**src/design/klvd_pkg.sv**
```systemverilog
// Package for the KLV telemetry deframer: constants, byte kinds, error codes,
// the parse phase type and the result record used by klvd_core, klvd_out_stage
// and the top level. No dependencies.
`default_nettype none

package klvd_pkg;

  localparam int LEVELS    = 3;
  localparam int LVL_IDX_W = (LEVELS > 1) ? $clog2(LEVELS) : 1;
  localparam int REM_W     = 24;
  localparam int HDR_BYTES = 8;

  localparam logic [31:0] TOP_KEY_RESET = 32'h44455643;

  // Format byte that marks a token whose payload holds child tokens.
  localparam logic [7:0] FMT_CONTAINER = 8'h00;

  localparam logic [1:0] KIND_HEADER  = 2'd0;
  localparam logic [1:0] KIND_DATA    = 2'd1;
  localparam logic [1:0] KIND_PAD     = 2'd2;
  localparam logic [1:0] KIND_DISCARD = 2'd3;

  localparam logic [1:0] ERR_NONE    = 2'd0;
  localparam logic [1:0] ERR_TOP_KEY = 2'd1;
  localparam logic [1:0] ERR_OVERRUN = 2'd2;

  typedef enum logic [3:0] {
    PH_HEADER = 4'b0001,
    PH_DATA   = 4'b0010,
    PH_PAD    = 4'b0100,
    PH_ERROR  = 4'b1000
  } phase_t;

  typedef struct packed {
    logic [1:0]  byte_kind;
    logic [2:0]  level;
    logic        header_done;
    logic [31:0] token_key;
    logic [7:0]  format_code;
    logic [7:0]  element_size;
    logic [15:0] repeat_count;
    logic        is_container;
    logic        element_last;
    logic        token_last;
    logic [1:0]  error_code;
  } result_t;

endpackage

`default_nettype wire

```
**src/design/klvd_in_stage.sv**
```systemverilog
// Input register of the deframer: holds one stream byte in front of the parser.
// Depends on nothing but the clock and reset.
`default_nettype none

module klvd_in_stage (
  input  wire logic       clk,
  input  wire logic       rst_n,
  input  wire logic       in_valid,
  output logic            in_stall,
  input  wire logic [7:0] in_byte,
  output logic            s1_valid,
  output logic [7:0]      s1_byte,
  input  wire logic       s1_taken
);

  logic       valid_r;
  logic       valid_nxt;
  logic [7:0] byte_r;

  // The held byte blocks the input only while the parser cannot take it.
  assign in_stall  = valid_r && !s1_taken;
  assign valid_nxt = in_stall ? 1'b1 : in_valid;

  always_ff @(posedge clk) begin
    if (!rst_n) begin
      valid_r <= 1'b0;
    end else begin
      valid_r <= valid_nxt;
    end
  end

  always_ff @(posedge clk) begin
    if (in_valid && !in_stall) begin
      byte_r <= in_byte;
    end
  end

  assign s1_valid = valid_r;
  assign s1_byte  = byte_r;

endmodule

`default_nettype wire

```
**src/design/klvd_core.sv**
```systemverilog
// Parser state of the deframer: header assembly, size check against the open
// containers, data and padding counters, and the labelling of each byte.
// Depends on klvd_pkg.
`default_nettype none

module klvd_core (
  input  wire logic             clk,
  input  wire logic             rst_n,
  input  wire logic             fire,
  input  wire logic [7:0]       cur_byte,
  input  wire logic [31:0]      top_key,
  output klvd_pkg::result_t     res
);

  logic [55:0]                      header_shift_r, header_shift_nxt;
  logic [2:0]                       header_count_r, header_count_nxt;
  logic [klvd_pkg::LVL_IDX_W-1:0]   cur_level_r, cur_level_nxt;
  logic [klvd_pkg::REM_W-1:0]       stack_r [klvd_pkg::LEVELS];
  logic [klvd_pkg::REM_W-1:0]       stack_nxt [klvd_pkg::LEVELS];
  logic [1:0]                       pad_left_r, pad_left_nxt;
  logic [7:0]                       element_count_r, element_count_nxt;
  klvd_pkg::phase_t                 phase_r, phase_nxt;
  logic [1:0]                       err_r, err_nxt;
  logic [klvd_pkg::REM_W-1:0]       data_left_r, data_left_nxt;
  logic [31:0]                      t_key_r, t_key_nxt;
  logic [7:0]                       t_fmt_r, t_fmt_nxt;
  logic [7:0]                       t_size_r, t_size_nxt;
  logic [15:0]                      t_rep_r, t_rep_nxt;

  logic [31:0]                      h_key;
  logic [7:0]                       h_fmt;
  logic [7:0]                       h_size;
  logic [15:0]                      h_rep;
  logic [klvd_pkg::REM_W-1:0]       payload;
  logic [1:0]                       pad;
  logic [klvd_pkg::REM_W:0]         total;
  logic [klvd_pkg::LVL_IDX_W-1:0]   parent_idx;
  logic [klvd_pkg::REM_W-1:0]       parent_rem;
  logic                             can_open;
  logic                             data_done;
  logic [klvd_pkg::REM_W-1:0]       data_dec;
  logic                             do_close;
  logic [klvd_pkg::LVL_IDX_W-1:0]   close_lvl;

  // Header fields as they stand once the eighth byte arrives.
  assign h_key      = header_shift_r[55:24];
  assign h_fmt      = header_shift_r[23:16];
  assign h_size     = header_shift_r[15:8];
  assign h_rep      = {header_shift_r[7:0], cur_byte};
  assign payload    = h_size * h_rep;
  assign pad        = 2'd0 - payload[1:0];
  assign total      = (klvd_pkg::REM_W+1)'(klvd_pkg::HDR_BYTES) + {1'b0, payload}
                      + (klvd_pkg::REM_W+1)'(pad);
  assign parent_idx = cur_level_r - 1'b1;
  assign parent_rem = stack_r[parent_idx];
  assign can_open   = (h_fmt == klvd_pkg::FMT_CONTAINER)
                      && (int'(cur_level_r) + 1 < klvd_pkg::LEVELS);
  assign data_dec   = (data_left_r != '0) ? data_left_r - 1'b1 : data_left_r;
  assign data_done  = (data_dec == '0);

  always_comb begin
    header_shift_nxt  = header_shift_r;
    header_count_nxt  = header_count_r;
    cur_level_nxt     = cur_level_r;
    stack_nxt         = stack_r;
    pad_left_nxt      = pad_left_r;
    element_count_nxt = element_count_r;
    phase_nxt         = phase_r;
    err_nxt           = err_r;
    data_left_nxt     = data_left_r;
    t_key_nxt         = t_key_r;
    t_fmt_nxt         = t_fmt_r;
    t_size_nxt        = t_size_r;
    t_rep_nxt         = t_rep_r;
    do_close          = 1'b0;
    res               = '0;

    case (phase_r)
      klvd_pkg::PH_HEADER: begin
        res.byte_kind = klvd_pkg::KIND_HEADER;
        res.level     = 3'(cur_level_r);
        if (header_count_r != 3'(klvd_pkg::HDR_BYTES - 1)) begin
          header_shift_nxt = {header_shift_r[47:0], cur_byte};
          header_count_nxt = header_count_r + 3'd1;
        end else begin
          header_count_nxt = 3'd0;
          t_key_nxt        = h_key;
          t_fmt_nxt        = h_fmt;
          t_size_nxt       = h_size;
          t_rep_nxt        = h_rep;
          res.header_done  = 1'b1;
          res.token_key    = h_key;
          res.format_code  = h_fmt;
          res.element_size = h_size;
          res.repeat_count = h_rep;
          if ((cur_level_r == '0) && (h_key != top_key)) begin
            err_nxt   = klvd_pkg::ERR_TOP_KEY;
            phase_nxt = klvd_pkg::PH_ERROR;
          end else if ((cur_level_r != '0) && (total > {1'b0, parent_rem})) begin
            err_nxt   = klvd_pkg::ERR_OVERRUN;
            phase_nxt = klvd_pkg::PH_ERROR;
          end else begin
            if (cur_level_r != '0) begin
              stack_nxt[parent_idx] = parent_rem - total[klvd_pkg::REM_W-1:0];
            end
            if (can_open) begin
              res.is_container = 1'b1;
              if (pad != 2'd0) begin
                // A container whose size is not a multiple of four can never
                // be filled exactly by child tokens.
                err_nxt   = klvd_pkg::ERR_OVERRUN;
                phase_nxt = klvd_pkg::PH_ERROR;
              end else begin
                stack_nxt[cur_level_r] = payload;
                if (payload == '0) begin
                  res.token_last = 1'b1;
                  do_close       = 1'b1;
                end else begin
                  cur_level_nxt = cur_level_r + 1'b1;
                end
              end
            end else begin
              data_left_nxt     = payload;
              pad_left_nxt      = pad;
              element_count_nxt = 8'd0;
              if (payload == '0) begin
                res.token_last = 1'b1;
                do_close       = 1'b1;
              end else begin
                phase_nxt = klvd_pkg::PH_DATA;
              end
            end
          end
        end
      end
      klvd_pkg::PH_DATA: begin
        res.byte_kind    = klvd_pkg::KIND_DATA;
        res.level        = 3'(cur_level_r);
        res.token_key    = t_key_r;
        res.format_code  = t_fmt_r;
        res.element_size = t_size_r;
        res.repeat_count = t_rep_r;
        if ({1'b0, element_count_r} + 9'd1 >= {1'b0, t_size_r}) begin
          res.element_last  = 1'b1;
          element_count_nxt = 8'd0;
        end else begin
          element_count_nxt = element_count_r + 8'd1;
        end
        data_left_nxt = data_dec;
        if (data_done) begin
          if (pad_left_r == 2'd0) begin
            res.token_last = 1'b1;
            do_close       = 1'b1;
          end else begin
            phase_nxt = klvd_pkg::PH_PAD;
          end
        end
      end
      klvd_pkg::PH_PAD: begin
        res.byte_kind    = klvd_pkg::KIND_PAD;
        res.level        = 3'(cur_level_r);
        res.token_key    = t_key_r;
        res.format_code  = t_fmt_r;
        res.element_size = t_size_r;
        res.repeat_count = t_rep_r;
        if (pad_left_r != 2'd0) begin
          pad_left_nxt = pad_left_r - 2'd1;
        end
        if (pad_left_r <= 2'd1) begin
          res.token_last = 1'b1;
          do_close       = 1'b1;
        end
      end
      default: begin
        res.byte_kind = klvd_pkg::KIND_DISCARD;
      end
    endcase

    // A finished token also closes every parent that has nothing unclaimed:
    // the next header goes to the deepest level whose parent still has room.
    close_lvl = '0;
    for (int j = 1; j < klvd_pkg::LEVELS; j++) begin
      if ((j <= int'(cur_level_r)) && (stack_nxt[j-1] != '0)) begin
        close_lvl = klvd_pkg::LVL_IDX_W'(j);
      end
    end
    if (do_close) begin
      cur_level_nxt    = close_lvl;
      phase_nxt        = klvd_pkg::PH_HEADER;
      header_count_nxt = 3'd0;
    end

    res.error_code = err_nxt;
  end

  always_ff @(posedge clk) begin
    if (!rst_n) begin
      header_count_r  <= 3'd0;
      cur_level_r     <= '0;
      stack_r         <= '{default: '0};
      pad_left_r      <= 2'd0;
      element_count_r <= 8'd0;
      phase_r         <= klvd_pkg::PH_HEADER;
      err_r           <= klvd_pkg::ERR_NONE;
      data_left_r     <= '0;
    end else if (fire) begin
      header_count_r  <= header_count_nxt;
      cur_level_r     <= cur_level_nxt;
      stack_r         <= stack_nxt;
      pad_left_r      <= pad_left_nxt;
      element_count_r <= element_count_nxt;
      phase_r         <= phase_nxt;
      err_r           <= err_nxt;
      data_left_r     <= data_left_nxt;
    end
  end

  always_ff @(posedge clk) begin
    if (fire) begin
      header_shift_r <= header_shift_nxt;
      t_key_r        <= t_key_nxt;
      t_fmt_r        <= t_fmt_nxt;
      t_size_r       <= t_size_nxt;
      t_rep_r        <= t_rep_nxt;
    end
  end

endmodule

`default_nettype wire

```
**src/design/klvd_out_stage.sv**
```systemverilog
// Result register of the deframer: holds one labelled byte until the
// consumer takes it. Depends on klvd_pkg.
`default_nettype none

module klvd_out_stage (
  input  wire logic               clk,
  input  wire logic               rst_n,
  input  wire logic               res_valid,
  input  wire klvd_pkg::result_t  res,
  output logic                    res_taken,
  output logic                    out_valid,
  input  wire logic               out_stall,
  output klvd_pkg::result_t       out_res
);

  logic              valid_r;
  logic              valid_nxt;
  logic              hold;
  klvd_pkg::result_t res_r;

  assign hold      = valid_r && out_stall;
  assign res_taken = res_valid && !hold;
  assign valid_nxt = hold ? 1'b1 : res_valid;

  always_ff @(posedge clk) begin
    if (!rst_n) begin
      valid_r <= 1'b0;
    end else begin
      valid_r <= valid_nxt;
    end
  end

  always_ff @(posedge clk) begin
    if (res_taken) begin
      res_r <= res;
    end
  end

  assign out_valid = valid_r;
  assign out_res   = res_r;

endmodule

`default_nettype wire

```
**src/design/klv_telemetry_deframer_unit.sv**
```systemverilog
// Top level of the KLV telemetry deframer: input register, parser, result
// register and the top key register. Depends on klvd_pkg and the klvd modules.
`default_nettype none

// The deframer takes one stream byte per clock while no result is held, and
// returns one labelled result per byte, in order. A byte is registered in the
// input register and its result in the result register, from which the
// consumer takes it. Header assembly, the size-times-repeat product, the
// check against the parent container and the counter updates all sit in the
// single stage between those registers, so a byte can follow every cycle
// while no result is held. A held result stalls the input only when the input
// register is also full. After a top key mismatch or an overrun every byte is
// labelled as discarded until reset. Write top_key only while idle.
module klv_telemetry_deframer_unit (
  input  wire logic        clk,
  input  wire logic        rst_n,
  input  wire logic        cfg_wr_en,
  input  wire logic [31:0] cfg_wr_data,
  input  wire logic        in_valid,
  output logic             in_stall,
  input  wire logic [7:0]  in_byte,
  output logic             out_valid,
  input  wire logic        out_stall,
  output logic [1:0]       out_byte_kind,
  output logic [2:0]       out_level,
  output logic             out_header_done,
  output logic [31:0]      out_token_key,
  output logic [7:0]       out_format_code,
  output logic [7:0]       out_element_size,
  output logic [15:0]      out_repeat_count,
  output logic             out_is_container,
  output logic             out_element_last,
  output logic             out_token_last,
  output logic [1:0]       out_error_code
);

  logic [31:0]       top_key_r;
  logic              s1_valid;
  logic [7:0]        s1_byte;
  logic              s1_taken;
  klvd_pkg::result_t core_res;
  klvd_pkg::result_t out_res;

  always_ff @(posedge clk) begin
    if (!rst_n) begin
      top_key_r <= klvd_pkg::TOP_KEY_RESET;
    end else if (cfg_wr_en) begin
      top_key_r <= cfg_wr_data;
    end
  end

  klvd_in_stage u_in (
    .clk      (clk),
    .rst_n    (rst_n),
    .in_valid (in_valid),
    .in_stall (in_stall),
    .in_byte  (in_byte),
    .s1_valid (s1_valid),
    .s1_byte  (s1_byte),
    .s1_taken (s1_taken)
  );

  klvd_core u_core (
    .clk      (clk),
    .rst_n    (rst_n),
    .fire     (s1_taken),
    .cur_byte (s1_byte),
    .top_key  (top_key_r),
    .res      (core_res)
  );

  klvd_out_stage u_out (
    .clk       (clk),
    .rst_n     (rst_n),
    .res_valid (s1_valid),
    .res       (core_res),
    .res_taken (s1_taken),
    .out_valid (out_valid),
    .out_stall (out_stall),
    .out_res   (out_res)
  );

  assign out_byte_kind    = out_res.byte_kind;
  assign out_level        = out_res.level;
  assign out_header_done  = out_res.header_done;
  assign out_token_key    = out_res.token_key;
  assign out_format_code  = out_res.format_code;
  assign out_element_size = out_res.element_size;
  assign out_repeat_count = out_res.repeat_count;
  assign out_is_container = out_res.is_container;
  assign out_element_last = out_res.element_last;
  assign out_token_last   = out_res.token_last;
  assign out_error_code   = out_res.error_code;

  // The input is held back only while a finished result is waiting.
  a_stall_needs_full_out: assert property (@(posedge clk) disable iff (!rst_n)
    in_stall |-> (out_valid && out_stall))
    else $error("input stalled while the result register could advance");

  a_discard_has_error: assert property (@(posedge clk) disable iff (!rst_n)
    (out_valid && (out_byte_kind == klvd_pkg::KIND_DISCARD))
      |-> (out_error_code != klvd_pkg::ERR_NONE))
    else $error("discarded byte without an error code");

  a_done_is_header: assert property (@(posedge clk) disable iff (!rst_n)
    (out_valid && out_header_done) |-> (out_byte_kind == klvd_pkg::KIND_HEADER))
    else $error("header_done on a byte that is not a header byte");

  a_container_on_done: assert property (@(posedge clk) disable iff (!rst_n)
    (out_valid && out_is_container)
      |-> (out_header_done && (out_format_code == klvd_pkg::FMT_CONTAINER)))
    else $error("container flag outside the last header byte of a format-zero token");

endmodule

`default_nettype wire
```
**config.mk**
```make
export PLATFORM = sky130hd
export DESIGN_NAME = klv_telemetry_deframer_unit
export DESIGN_NICKNAME = d
export VERILOG_FILES = /design/src/design/klvd_pkg.sv /design/src/design/klvd_in_stage.sv /design/src/design/klvd_core.sv /design/src/design/klvd_out_stage.sv /design/src/design/klv_telemetry_deframer_unit.sv
export SDC_FILE = /design/constraint.sdc
export NUM_CORES = 1
export LEC_CHECK = 0
export BUFFER_PORTS_ARGS = -buffer_cell sky130_fd_sc_hd__buf_2
export CORE_ASPECT_RATIO = 1.75
export CORE_MARGIN = 4
export CORE_UTILIZATION = 25
export CTS_CLUSTER_DIAMETER = 200
export DETAILED_ROUTE_END_ITERATION = 10
export GPL_ROUTABILITY_DRIVEN = 0
export HOLD_SLACK_MARGIN = 0.03
export PLACE_DENSITY = 0.38
export SYNTH_ARGS = -nofsm -noshare
export SYNTH_HDL_FRONTEND = slang
export SYNTH_HIERARCHICAL = 1
export SYNTH_SLANG_ARGS = --single-unit
```
**constraint.sdc**
```tcl
create_clock -name clk -period 14.6 [get_ports clk]
set_clock_uncertainty 0.15 [all_clocks]
set_input_delay 2.19 -clock clk [delete_from_list [all_inputs] [get_ports clk]]
set_output_delay 2.19 -clock clk [all_outputs]
set_load 0.03 [all_outputs]
```
# Yosys cells after proc, flatten, opt, wreduce, memory -nomap -nowiden
# Index checks and enable logic that the tools add are counted.
totals:
  ff_bits: 354
  elab_cells: 207
classes:
  reduce_logical: 41
  bitwise_logic: 6
  n_eq_ne: 20
  magnitude_cmp: 10
  n_addsub: 12
  mux: 86
  n_mul: 1
op_table:
  columns: ["cell", "n"]
  rows:
  - ["$mux W72", 11]
  - ["$mux W24", 9]
  - ["$bwmux W72", 2]
  - ["$pmux W64 S2", 1]
  - ["$demux W24 S2", 2]
  - ["$reduce_bool A24 Y1", 3]
  - ["$mux W66", 1]
  - ["$bmux W24 S2", 1]
  - ["$logic_not A24 Y1", 2]
  - ["$pmux W24 S2", 1]
  - ["$mux W2", 20]
  - ["$mux W8", 5]
  - ["$mux W4", 9]
  - ["$lt A32 B3 Y1 const B", 1]
  - ["$ne A32 B32 Y1", 1]
  - ["$add A25 B2 Y25", 1]
  - ["$add A4 B24 Y25 const A", 1]
  - ["$gt A25 B24 Y1", 1]
  - ["$mul A8 B16 Y24", 1]
  - ["$sub A24 B1 Y24 const B", 1]
  - ["$sub A24 B24 Y24", 1]
  - ["$mux W1", 16]
  - ["$pmux W8 S2", 1]
  - ["$reduce_and A7 Y1", 2]
  - ["44 further kinds", 82]

# Logic depth before layout (Yosys ltp)
# Gate-level depths: netlist of the first run.
depth:
  depth_word: 24
  depth_mapped: 35
  mapped_depth_nobuf: 31

# Cells and area by module
# Netlist of the first run, hierarchy kept.
modules_own_cells:
  columns: ["module", "cells_each", "n_inst", "seq_area_each_um2", "area_each_um2"]
  rows:
  - ["klvd_core", 2190, 1, 5945.7, 19251.0]
  - ["klvd_out_stage", 79, 1, 2272.2, 2290.9]
  - ["klv_telemetry_deframer_unit", 103, 1, 640.6, 1204.9]
  - ["klvd_in_stage", 12, 1, 260.2, 287.8]

# Worst setup path before layout of the first run
# No wires, ideal clock.
synth_path:
  kind: "in2reg"
  startpoint: "in out_stall"
  endpoint: "reg u_core.header_count_r[1]"
  t_required_ns: 14.368
  arrival_ns: 13.707
  path_stages: 5
  setup_time_ns: 0.082
  path_slack_ns: 0.661
  path_buffers: 0
  cell_sequence: "a21boi_0 inv_1 nor3_1 a22oi_1 nor2_1"
synth_via:
  elab_chain_cells: 4
synth_lines:
  columns: ["item", "line", "rtl"]
  rows:
  - ["start: declaration", "klv_telemetry_deframer_unit.sv:23", "input wire logic out_stall,"]
  - ["$logic_and A1 B1 Y1", "klvd_out_stage.sv:21", "assign hold = valid_r && out_stall;"]
  - ["$logic_not A1 Y1", "klvd_out_stage.sv:22", "assign res_taken = res_valid && !hold;"]
  - ["$logic_and A1 B1 Y1", "klvd_out_stage.sv:22", null]
  - ["$reduce_and A2 Y1 (no source line)", null, null]
  - ["end signal: assignment", "klvd_core.sv:207", "header_count_r <= header_count_nxt;"]
  - ["end: declaration", "klvd_core.sv:16", "logic [2:0] header_count_r, header_count_nxt;"]
# No other way between the ends.
# A chain may end at the register's enable or synchronous reset.

# Final worst setup path of the first run
layout_path:
  startpoint: "reg u_core.header_shift_r[10]"
  endpoint: "reg u_core/stack_r[25] (netlist bit)"
layout_via:
  elab_chain_cells: 9
layout_lines:
  columns: ["item", "line", "rtl"]
  rows:
  - ["start: declaration", "klvd_core.sv:15", "logic [55:0] header_shift_r, header_shift_nxt;"]
  - ["start signal: assignment", "klvd_core.sv:220", "header_shift_r <= header_shift_nxt;"]
  - ["$mul A8 B16 Y24", "klvd_core.sv:50", "assign payload = h_size * h_rep;"]
  - ["$add A4 B24 Y25", "klvd_core.sv:52", "assign total = (klvd_pkg::REM_W+1)'(klvd_pkg::HDR_BYTES) + {1'b0, payload}"]
  - ["$add A25 B2 Y25", "klvd_core.sv:53", "+ (klvd_pkg::REM_W+1)'(pad);"]
  - ["$gt A25 B24 Y1", "klvd_core.sv:99", "end else if ((cur_level_r != '0) && (total > {1'b0, parent_rem})) begin"]
  - ["$logic_and A1 B1 Y1", "klvd_core.sv:99", null]
  - ["$mux W72", "klvd_core.sv:99", null]
  - ["$mux W72", "klvd_core.sv:96", "if ((cur_level_r == '0) && (h_key != top_key)) begin"]
  - ["$mux W72", "klvd_core.sv:82", "if (header_count_r != 3'(klvd_pkg::HDR_BYTES - 1)) begin"]
  - ["$mux W72", "klvd_core.sv:78", "case (phase_r)"]
  - ["end signal: assignment", "klvd_core.sv:209", "stack_r <= stack_nxt;"]
  - ["end: declaration", "klvd_core.sv:18", "logic [klvd_pkg::REM_W-1:0] stack_r [klvd_pkg::LEVELS];"]
# No other way between the ends.

==> impl_metrics.toml, run 1 <==
[outcome]
status = "completed"

[finish]
fill_cells = 9701
final_area_sq_um = 26200
drive_above_1_share_pct = 12.6
area_growth_syn_to_layout_pct = 13.7
stdcell_count = 3678
seq_area_sq_um = 9120
multiInputGateArea_sq_um = 12700
final_nets = 2701
final_core_util_pct = 28.6

[cts]
clk_pin_slew_ns = 0.07
clock_latency_ns = 0.58
numCtsBuffers = 38
postCtsSetupBuffers = 0
cts_tree = "done"
clockRootBuffer = "clkbuf_16"
hold_buffers = 0
cts_buffer_depth = 3
post_cts_resized = 0
cts_sinks = 354
cts.htree.levels = 2

[detailed_routing]
num_vias = 18499
drt_iter0_drc = 928
drcViolationCount = 0
wirelength_met1_mm = 30.2
first_pass_iters = 5
wl_met3_mm = 2.89
antenna_left = 0
wl_per_cell_microns = 23.3
detail_route.vias_per_cell = 5.03
met2_length_mm = 47.5
routed.top_layer = "met4"
routed_wl_mm = 85.8

[timing]
fmax_mhz = 94.3
timing.final.crit_share_pct = 72.7
fin_tns_setup_ns = 0
hold_violations = 0
setup_viol = 0
period_minus_slack_ns = 10.61
tightest_slew_ns = 1.23
slew_headroom_pct = 17.3
finalMaxSlewViolations = 0
finalWorstSetupSlack_ns = 3.99
rsz0062_at_grt = "no"

[power]
ir_drop_mv = 0.140
power_leakage_nw = 10.4
power_density_nw_per_um2 = 202

[synthesis]
synthTopCellsByCount = "nand2_1 (245), edfxtp_1 (203), inv_1 (177)"
synth_cell_types = 89
synth_top_cell_by_area = "edfxtp_1"
ys_seq_area_share_pct = 39.6
yosys.cell_count.top_type = "nand2_1"
synth_ff_type = "edfxtp_1"
ys.warnings.count = 6
synthCells = 2384
synth_edf_count = 203
syn_avg_cell_area_sq_um = 9.66
synth_top_area_share_pct = 26.5
synth-seq-cells = 354
ys_async_sr_fraction_pct = 0
synth_area_leaders = "edfxtp_1 (26%), dfxtp_1 (13%), fa_1 (7.3%)"
syn_area_sq_um = 23000

[floorplanning]
start_util_pct = 25.1
die-area_sq_um = 97200
die_w_microns = 237
core_sq_um = 91600
rows = 147
ios = 122
dieHeight_microns = 410

[worst_setup_path]
critPathRequiredTime_ns = 14.91
worstSetupEndpointType = "flop"
r2r_cells = 30
crit_top_cell = "fa_1"
timing.rr.end = "u_core/stack_r[25]$_SDFFE_PN0P_"
r2r-start = "u_core/header_shift_r[10]$_DFFE_PP_"
cp_data_arrival_time_ns = 10.92
r2r_slack_ns = 3.99
slowest_delay_ns = 0.84
worstSetupPathType = "reg2reg"
cpMaxStageDelayCell = "a2111oi_0"
crit_fanout = 20
startpoint_type = "flop"

[worst_hold_path]
hp-start = "u_core/stack_r[6]$_SDFFE_PN0P_"
worst_hold_path_type = "reg2reg"
whs_path_depth = 2
holdPathEnd = "u_core/stack_r[6]$_SDFFE_PN0P_"

[place]
place_ws_ns = 3.92
dp_cells = 3608
io_buffers = 121
dpl.hpwl_mm = 64.7
placed_area_sq_um = 24900

[global_routing]
grt_pass1_wl_mm = 128
grt_antenna_before_repair = 0
grt_max_degree = 93
grt_pass1_vias = 19191
grt.total_usage_pct = 17.2
grt_overflow = 0

[job]
drv_cap = 0
-- layout make-up --
type | count | area share (%)
multi-input combinational | 1722 | 48.5
antenna | 1 | 0.00955
clock inverter | 23 | 1.06
sequential | 354 | 34.8
tap | 1192 | 5.69
timing repair buffer | 161 | 3.51
clock buffer | 46 | 3.90
inverter | 179 | 2.56
-- logic make-up (layout without fill, tap and decap cells) --
family	count (synthesis)	count (layout)	share of synthesized area [%]
muxes	66	66	3.00
xor gates and xnor gates	92	92	3.50
AOI/OAI and AO/OA	557	557	17.1
and+or+nand+nor	803	803	17.6
DFF	354	354	39.6
adders and majority gates	200	200	13.6
buffers and inverters	310	409	5.53
other	2	5	0.0326
-- per-stage QoR --
| stage | hold WS, ns | power, mW |
|---|---|---|
| final | 0.304 | 5.28 |
| after global routing | 0.324 | 5.64 |
| after CTS | 0.306 | 5.33 |
| after detailed placement | 0.296 | 4.25 |
| after global placement | 0.291 | 4.23 |
| after floorplan | 0.284 | 3.09 |
-- cell usage in the layout, fill, tap and decap left out, types with 25 or more instances in the layout --
cell type / synthesis / layout
nor2b_1: 33 / 32
nand2_1: 245 / 244
and2_1: 101 / 101
edfxtp_1: 203 / 203
fa_1: 84 / 84
nand4_1: 31 / 31
buf_2: 16 / 121
mux2i_1: 42 / 42
nor2_1: 144 / 143
a211oi_1: 25 / 25
nor3_1: 53 / 52
a22o_1: 64 / 64
o21a_1: 34 / 34
inv_1: 177 / 175
o221a_2: 28 / 28
o21ai_0: 64 / 64
clkbuf_16: 0 / 38
nand3_1: 40 / 40
dfxtp_1: 151 / 151
ha_1: 116 / 116
xnor2_1: 68 / 68
buf_4: 7 / 39
a21oi_1: 152 / 152
-- critical path: cells and delay by family (launching register included) --
kind	cells	cell delay (ns)
and+or+nand+nor	7	1.65
DFF	1	0.78
adders and majority gates	6	2.75
xor gates and xnor gates	1	0.09
buffers and inverters	4	0.48
AOI/OAI and AO/OA	12	4.57
-- sequential cells by signal (all words and copies together), names as in the netlist, 3 cells and up --
signal,flops
u_core/data_left_r,24
u_core/t_rep_r,16
top_key_r,32
u_core/stack_r,72
u_core/header_shift_r,56
u_core/phase_r,4
u_in/s1_byte,8
u_out/out_res,75
u_core/t_key_r,32
u_core/t_size_r,8
u_core/element_count_r,8
u_core/t_fmt_r,8
u_core/header_count_r,3
-- metal layers --
metal  up-vias  GRT usage, %
met3       178          1.70
met4         0          9.01
li1       8697             -
met2       501          34.1
met1      9123          17.5
met5         -             0
-- how the worst max path moves through the flow --
| stage | startpoint | end | slack (ns) |
|---|---|---|---|
| after global placement | u_core/header_shift_r[10]$_DFFE_PP_ | u_core/stack_r[25]$_SDFFE_PN0P_ | 4.10 |
| after floorplan | out_stall | u_core/header_count_r[1]$_SDFFE_PN0P_ | 0.66 |
| final | u_core/header_shift_r[10]$_DFFE_PP_ | u_core/stack_r[25]$_SDFFE_PN0P_ | 3.99 |
| after CTS | u_core/header_shift_r[10]$_DFFE_PP_ | u_core/stack_r[25]$_SDFFE_PN0P_ | 3.91 |
| after detailed placement | u_core/header_shift_r[10]$_DFFE_PP_ | u_core/stack_r[25]$_SDFFE_PN0P_ | 3.92 |
| after global routing | u_core/header_shift_r[10]$_DFFE_PP_ | u_core/stack_r[1]$_SDFFE_PN0P_ | 3.16 |
-- report_power, final --
group	internal, mW	switching, mW	total, mW
sequential	1.08	0.0342	1.12
combinational	0.986	2.14	3.13
clock	0.579	0.457	1.04
total	2.65	2.63	5.28
Power figures use the tool's default switching activity.
==> run 2, diff against run 1 <==
--- a/config.mk
+++ b/config.mk
@@ -5,6 +5,7 @@
 export SDC_FILE = /design/constraint.sdc
 export NUM_CORES = 1
 export LEC_CHECK = 0
+export ABC_AREA = 1
 export BUFFER_PORTS_ARGS = -buffer_cell sky130_fd_sc_hd__buf_2
 export CORE_ASPECT_RATIO = 1.75
 export CORE_MARGIN = 4
==> constraint.sdc (replaced) <==
create_clock -name clk -period 8.6 [get_ports clk]
set_clock_uncertainty 0.15 [all_clocks]
set_input_delay 1.29 -clock clk [delete_from_list [all_inputs] [get_ports clk]]
set_output_delay 1.29 -clock clk [all_outputs]
set_load 0.03 [all_outputs]
==> run 2 against run 1 <==
Maximum frequency is 31% higher. Cell count is 19% higher. Critical path type unchanged. Sequential share of layout area is 2.1 points lower. Total power is 86% higher. Flip-flop and latch count stayed put. Clock power is 80% higher. Utilization is 1.1 points higher. Count of clock-buffer cells in the layout is 7 higher. Global-route usage is 0.29 points higher. Via count is 8.4% higher. Combinational power is 92% higher. Area after synthesis is 2.6% higher.
==> impl_metrics.toml, run 2 <==
[detailed_routing]
antenna_left = 0
drt_iter0_drc = 945
routed_wl_mm = 88.7
first_pass_iters = 7
detail_route.vias_per_cell = 4.56
wl_per_cell_microns = 20.2
drcViolationCount = 0
num_vias = 20049

[synthesis]
synth_ff_type = "edfxtp_1"
synth_edf_count = 203
ys_async_sr_fraction_pct = 0
syn_avg_cell_area_sq_um = 7.96
synthCells = 2969
synth_area_leaders = "edfxtp_1 (26%), dfxtp_1 (13%), nand2_1 (10%)"
ys_seq_area_share_pct = 38.6
yosys.cell_count.top_type = "nand2_1"
synthTopCellsByCount = "nand2_1 (655), inv_1 (520), nor2_1 (243)"
synth-seq-cells = 354
synth_cell_types = 58
ys.warnings.count = 6
synth_top_cell_by_area = "edfxtp_1"
syn_area_sq_um = 23600
synth_top_area_share_pct = 25.8

[floorplanning]
dieHeight_microns = 415
rows = 149
die-area_sq_um = 99700
ios = 122
core_sq_um = 94000
start_util_pct = 25.2
die_w_microns = 240

[finish]
final_common_cell = "nand2_1"
layout_common_cells = "nand2_1 (652), inv_1 (515), nor2_1 (236), edfxtp_1 (203), o21ai_0 (161)"
fill_cells = 10153
drive_above_1_share_pct = 13.3
area_growth_syn_to_layout_pct = 17.9
largest_register_ffs = 75
final_nets = 3397

[power]
power_density_nw_per_um2 = 353
p_total_mw = 9.82
ir_drop_mv = 0.241
power_leakage_nw = 13.2

[worst_setup_path]
slowest_delay_ns = 0.60
r2r-start = "u_core/header_shift_r[10]$_DFFE_PP_"
crit_fanout = 8
worstSetupPathType = "reg2reg"
startpoint_type = "flop"
cpMaxStageDelayCell = "fa_1"
crit_top_cell = "nand2_1"
timing.rr.end = "u_core/cur_level_r[1]$_SDFFE_PN0P_"
critPathRequiredTime_ns = 8.98
cp_data_arrival_time_ns = 8.49
r2r_cells = 45
worstSetupEndpointType = "flop"
r2r_slack_ns = 0.49

[timing]
tightest_slew_ns = 1.01
timing.final.crit_share_pct = 94.3
finalMaxSlewViolations = 0
finalWorstSetupSlack_ns = 0.492
slew_headroom_pct = 32.8
period_minus_slack_ns = 8.11
hold_violations = 0
holdWs_ns = 0.305
setup_viol = 0
fin_tns_setup_ns = 0
fmax_mhz = 123

[job]
drv_cap = 0

[outcome]
status = "completed"

[place]
io_buffers = 121
dpl.hpwl_mm = 68.4
place_ws_ns = 0.151

[global_routing]
grt_max_degree = 71
grt_overflow = 0
grt_pass1_vias = 20666
grt.total_usage_pct = 17.5
grt_pass1_wl_mm = 132
grt_antenna_before_repair = 1

[cts]
hold_buffers = 0
cts_sinks = 354
numCtsBuffers = 40
cts_buffer_depth = 3
clock_latency_ns = 0.57
cts_tree = "done"
clockRootBuffer = "clkbuf_16"
cts.htree.levels = 2
clk_pin_slew_ns = 0.07

[worst_hold_path]
worst_hold_path_type = "reg2reg"
hp-start = "u_core/header_shift_r[51]$_DFFE_PP_"
whs_path_depth = 0
holdPathEnd = "u_core/t_key_r[27]$_DFFE_PP_"
## run 2: changes by cell type in the layout (fill, tap and decap cells not counted), moves of 93 or more
cell	previous run	this run
nor2_1	143	236
o21ai_0	64	161
buf_4	39	137
and2_1	101	6
inv_1	175	515
nand2_1	244	652
## run 2: kinds of logic after synthesis
logic type	synth area share, %
simple gates	20.8
buf+inv	11.0
compound gates	13.1
flops	38.6
fa+ha+maj	13.3
xor+xnor	3.21
other cells	0.0318
## run 2: how the worst max path moves through the flow
stage                                                    from                                 end  slack (ns)  cells past startpoint
after floorplan                                     out_stall  u_core/cur_level_r[0]$_SDFFE_PN0P_        0.75                      8
after global placement    u_core/header_shift_r[12]$_DFFE_PP_  u_core/cur_level_r[0]$_SDFFE_PN0P_        0.09                     47
after detailed placement  u_core/header_shift_r[12]$_DFFE_PP_  u_core/cur_level_r[0]$_SDFFE_PN0P_        0.15                     43
after CTS                 u_core/header_shift_r[12]$_DFFE_PP_  u_core/cur_level_r[0]$_SDFFE_PN0P_        0.13                     43
after global routing      u_core/header_shift_r[10]$_DFFE_PP_  u_core/cur_level_r[1]$_SDFFE_PN0P_     -0.0006                     50
final                     u_core/header_shift_r[10]$_DFFE_PP_  u_core/cur_level_r[1]$_SDFFE_PN0P_        0.49                     45
## run 2: worst max-delay path: cells and delay by family, from the launching register on
kind | cells | cell delay (ns)
AO/OA/AOI/OAI | 4 | 0.77
XOR/XNOR | 1 | 0.37
adder cells (fa/ha/maj) | 6 | 2.77
buffers and inverters | 10 | 0.99
flip-flops | 1 | 0.53
AND/OR/NAND/NOR | 24 | 2.47
## run 2: power by group
group          switching (mW)  leakage (nW)  internal [mW]
combinational            4.13          9.33           1.89
sequential             0.0660          3.13           1.86
clock                   0.780         0.685           1.09
## run 2: per-layer routing
| metal | up-vias | GRT usage (%) | wire, microns |
|---|---|---|---|
| met3 | 125 | 1.36 | 2150 |
| met5 | - | 0 | 0 |
| met1 | 9608 | 18.5 | 33400 |
| met4 | 0 | 6.63 | 3570 |
| li1 | 9942 | - | - |
| met2 | 374 | 35.2 | 49600 |
## run 2: metrics by stage
| stage | util [%] | instances | cell area, sq um |
|---|---|---|---|
| after detailed placement | 27.9 | 4297 | 26200 |
| after CTS | 29.4 | 4371 | 27700 |
| final | 29.7 | 4393 | 27900 |
| after global placement | 27.9 | 4297 | 26200 |
| after floorplan | - | 2971 | 23600 |
| after global routing | 29.7 | 4393 | 27900 |
## run 2: repair_timing
action                                  4_1_cts  5_1_grt
endpoints found under the setup margin        0       53
resized for setup                             0       18
setup buffers                                 0       21
## run 2: area by class of cell
class,instances,area [sq um],share of cell area (%)
Timing Repair Buffer,266,1790,6.44
Clock buffer,53,1140,4.10
Inverter,534,2010,7.21
Clock inverter,21,263,0.943
Multi-Input combinational cell,1956,12000,43.1
Sequential cell,354,9120,32.7
Tap cell,1208,1510,5.42
Antenna cell,1,2.50,0.00898
==> run 3, diff against run 2 <==
--- a/config.mk
+++ b/config.mk
@@ -14,7 +14,7 @@
 export DETAILED_ROUTE_END_ITERATION = 10
 export GPL_ROUTABILITY_DRIVEN = 0
 export HOLD_SLACK_MARGIN = 0.03
-export PLACE_DENSITY = 0.38
+export PLACE_DENSITY = 0.36
 export SYNTH_ARGS = -nofsm -noshare
 export SYNTH_HDL_FRONTEND = slang
 export SYNTH_HIERARCHICAL = 1
==> constraint.sdc (replaced) <==
create_clock -name clk -period 8.8 [get_ports clk]
set_clock_uncertainty 0.15 [all_clocks]
set_input_delay 1.32 -clock clk [delete_from_list [all_inputs] [get_ports clk]]
set_output_delay 1.32 -clock clk [all_outputs]
set_load 0.03 [all_outputs]
==> run 3 against run 2 <==
Clock power is 4% lower. Routed wire length is 2.4% higher. Hold slack hardly changed. Utilization hardly changed. Via count is 2.0% higher. Maximum frequency is 2.0% lower. Sequential power is 3% lower. Sequential share of layout area hardly changed. Setup slack better by 0.031 ns. Count of clock-buffer cells in the layout stayed put. Register-to-register slack better by 0.03 ns. First-iteration DRC count is 22% higher.
==> impl_metrics.toml, run 3 (same netlist as run 2, synthesis figures left out) <==
[outcome]
status = "completed"

[power]
ir_drop_mv = 0.226
power_leakage_nw = 13.2
power_density_nw_per_um2 = 343

[worst_setup_path]
worstSetupEndpointType = "flop"
r2r-start = "u_in/s1_byte[2]$_DFFE_PP_"
crit_top_cell = "nand2_1"
timing.rr.end = "u_core/cur_level_r[0]$_SDFFE_PN0P_"
r2r_cells = 45
r2r_slack_ns = 0.52
cp_data_arrival_time_ns = 8.61
cpMaxStageDelayCell = "fa_1"
crit_fanout = 7
slowest_delay_ns = 0.54
startpoint_type = "flop"
worstSetupPathType = "reg2reg"
critPathRequiredTime_ns = 9.13

[cts]
hold_buffers = 0
cts_tree = "done"
numCtsBuffers = 42
clk_pin_slew_ns = 0.06
cts.htree.levels = 2
clock_latency_ns = 0.59
cts_sinks = 354
cts_buffer_depth = 3
clockRootBuffer = "clkbuf_16"

[job]
drv_cap = 0

[detailed_routing]
antenna_left = 0
wl_per_cell_microns = 20.6
num_vias = 20446
routed_wl_mm = 90.8
drt_iter0_drc = 1150
first_pass_iters = 5
drcViolationCount = 0
detail_route.vias_per_cell = 4.65

[place]
io_buffers = 121
placed_area_sq_um = 26400
dpl.hpwl_mm = 70.3

[timing]
rsz0062_at_grt = "no"
hold_violations = 0
timing.final.crit_share_pct = 94.1
slew_headroom_pct = 31.8
fmax_mhz = 121
fin_tns_setup_ns = 0
finalMaxSlewViolations = 0
tightest_slew_ns = 1.02
setup_viol = 0
period_minus_slack_ns = 8.28

[global_routing]
grt_antenna_before_repair = 1
grt.total_usage_pct = 17.9
grt_pass1_vias = 21377
grt_pass1_wl_mm = 135
grt_max_degree = 60
grt_overflow = 0

[worst_hold_path]
worst_hold_path_type = "reg2reg"
hp-start = "u_core/stack_r[21]$_SDFFE_PN0P_"
holdPathEnd = "u_core/stack_r[21]$_SDFFE_PN0P_"
whs_path_depth = 2

[finish]
multiInputGateArea_sq_um = 12000
fill_cells = 10170
layout_common_cells = "nand2_1 (653), inv_1 (517), nor2_1 (238), edfxtp_1 (203), o21ai_0 (161)"
area_growth_syn_to_layout_pct = 17.9
drive_above_1_share_pct = 13.0
final_area_sq_um = 27900
seq_area_sq_um = 9120
final_nets = 3405
final_common_cell = "nand2_1"
final_core_util_pct = 29.6
largest_register_ffs = 75

[floorplanning]
rows = 149
core_sq_um = 94000
dieHeight_microns = 415
start_util_pct = 25.2
die-area_sq_um = 99700
ios = 122
die_w_microns = 240
## run 3: cell type report
type	instances	share of cell area (%)
diodes	1	0.00898
clock buffers	53	3.96
clock inverters	23	0.921
inverters	534	7.21
multi-input cells	1956	43.0
flip-flops and latches	354	32.7
well taps	1208	5.43
repair buffers	272	6.69
## run 3: where the power goes
group | internal, mW | switching [mW] | total (mW) | leakage [nW]
logic | 1.89 | 3.99 | 5.88 | 9.38
clock network | 1.04 | 0.753 | 1.79 | 0.662
registers | 1.82 | 0.0643 | 1.88 | 3.13
total | 4.75 | 4.81 | 9.55 | 13.2
## run 3: metrics by stage
step           power, mW  cells  worst slack, ns  hold WS, ns
3_3_place_gp        7.80   4313            0.142        0.288
6_report            9.55   4401            0.523        0.305
2_1_floorplan       5.14   2971            0.922        0.276
5_1_grt             10.2   4401          0.00158        0.314
3_5_place_dp        7.78   4313            0.175        0.297
4_1_cts             9.65   4389            0.157        0.305
## run 3: per-layer routing
metal | vias to the layer above | GRT usage [%] | routed length (microns)
li1 | 9963 | - | -
met1 | 9856 | 18.3 | 32700
met2 | 461 | 35.4 | 50300
met3 | 166 | 1.48 | 2640
met4 | 0 | 8.88 | 5180
met5 | - | 0 | 0
## run 3: timing repair
item                       in CTS  in global routing
resized for setup               0                  7
setup endpoints to repair       0                 94
buffers inserted                0                 11
## run 3: how the worst max path moves through the flow
stage                                   startpoint                                     to  cells past startpoint
2_1_floorplan                            out_stall     u_core/cur_level_r[0]$_SDFFE_PN0P_                      8
5_1_grt        u_core/header_shift_r[13]$_DFFE_PP_  u_core/header_count_r[0]$_SDFFE_PN0P_                     49
3_5_place_dp             u_in/s1_byte[1]$_DFFE_PP_  u_core/header_count_r[1]$_SDFFE_PN0P_                     46
4_1_cts                  u_in/s1_byte[1]$_DFFE_PP_  u_core/header_count_r[1]$_SDFFE_PN0P_                     46
3_3_place_gp             u_in/s1_byte[3]$_DFFE_PP_     u_core/cur_level_r[1]$_SDFFE_PN0P_                     48
6_report                 u_in/s1_byte[2]$_DFFE_PP_     u_core/cur_level_r[0]$_SDFFE_PN0P_                     45
## run 3: worst max-delay path, delay by kind of cell (launching register included)
family	cells	cell delay [ns]
buffers and inverters	11	1.13
XOR/XNOR	1	0.34
AO/OA/AOI/OAI	6	0.84
AND/OR/NAND/NOR	21	2.76
flip-flops	1	0.52
adder cells (fa/ha/maj)	6	2.44
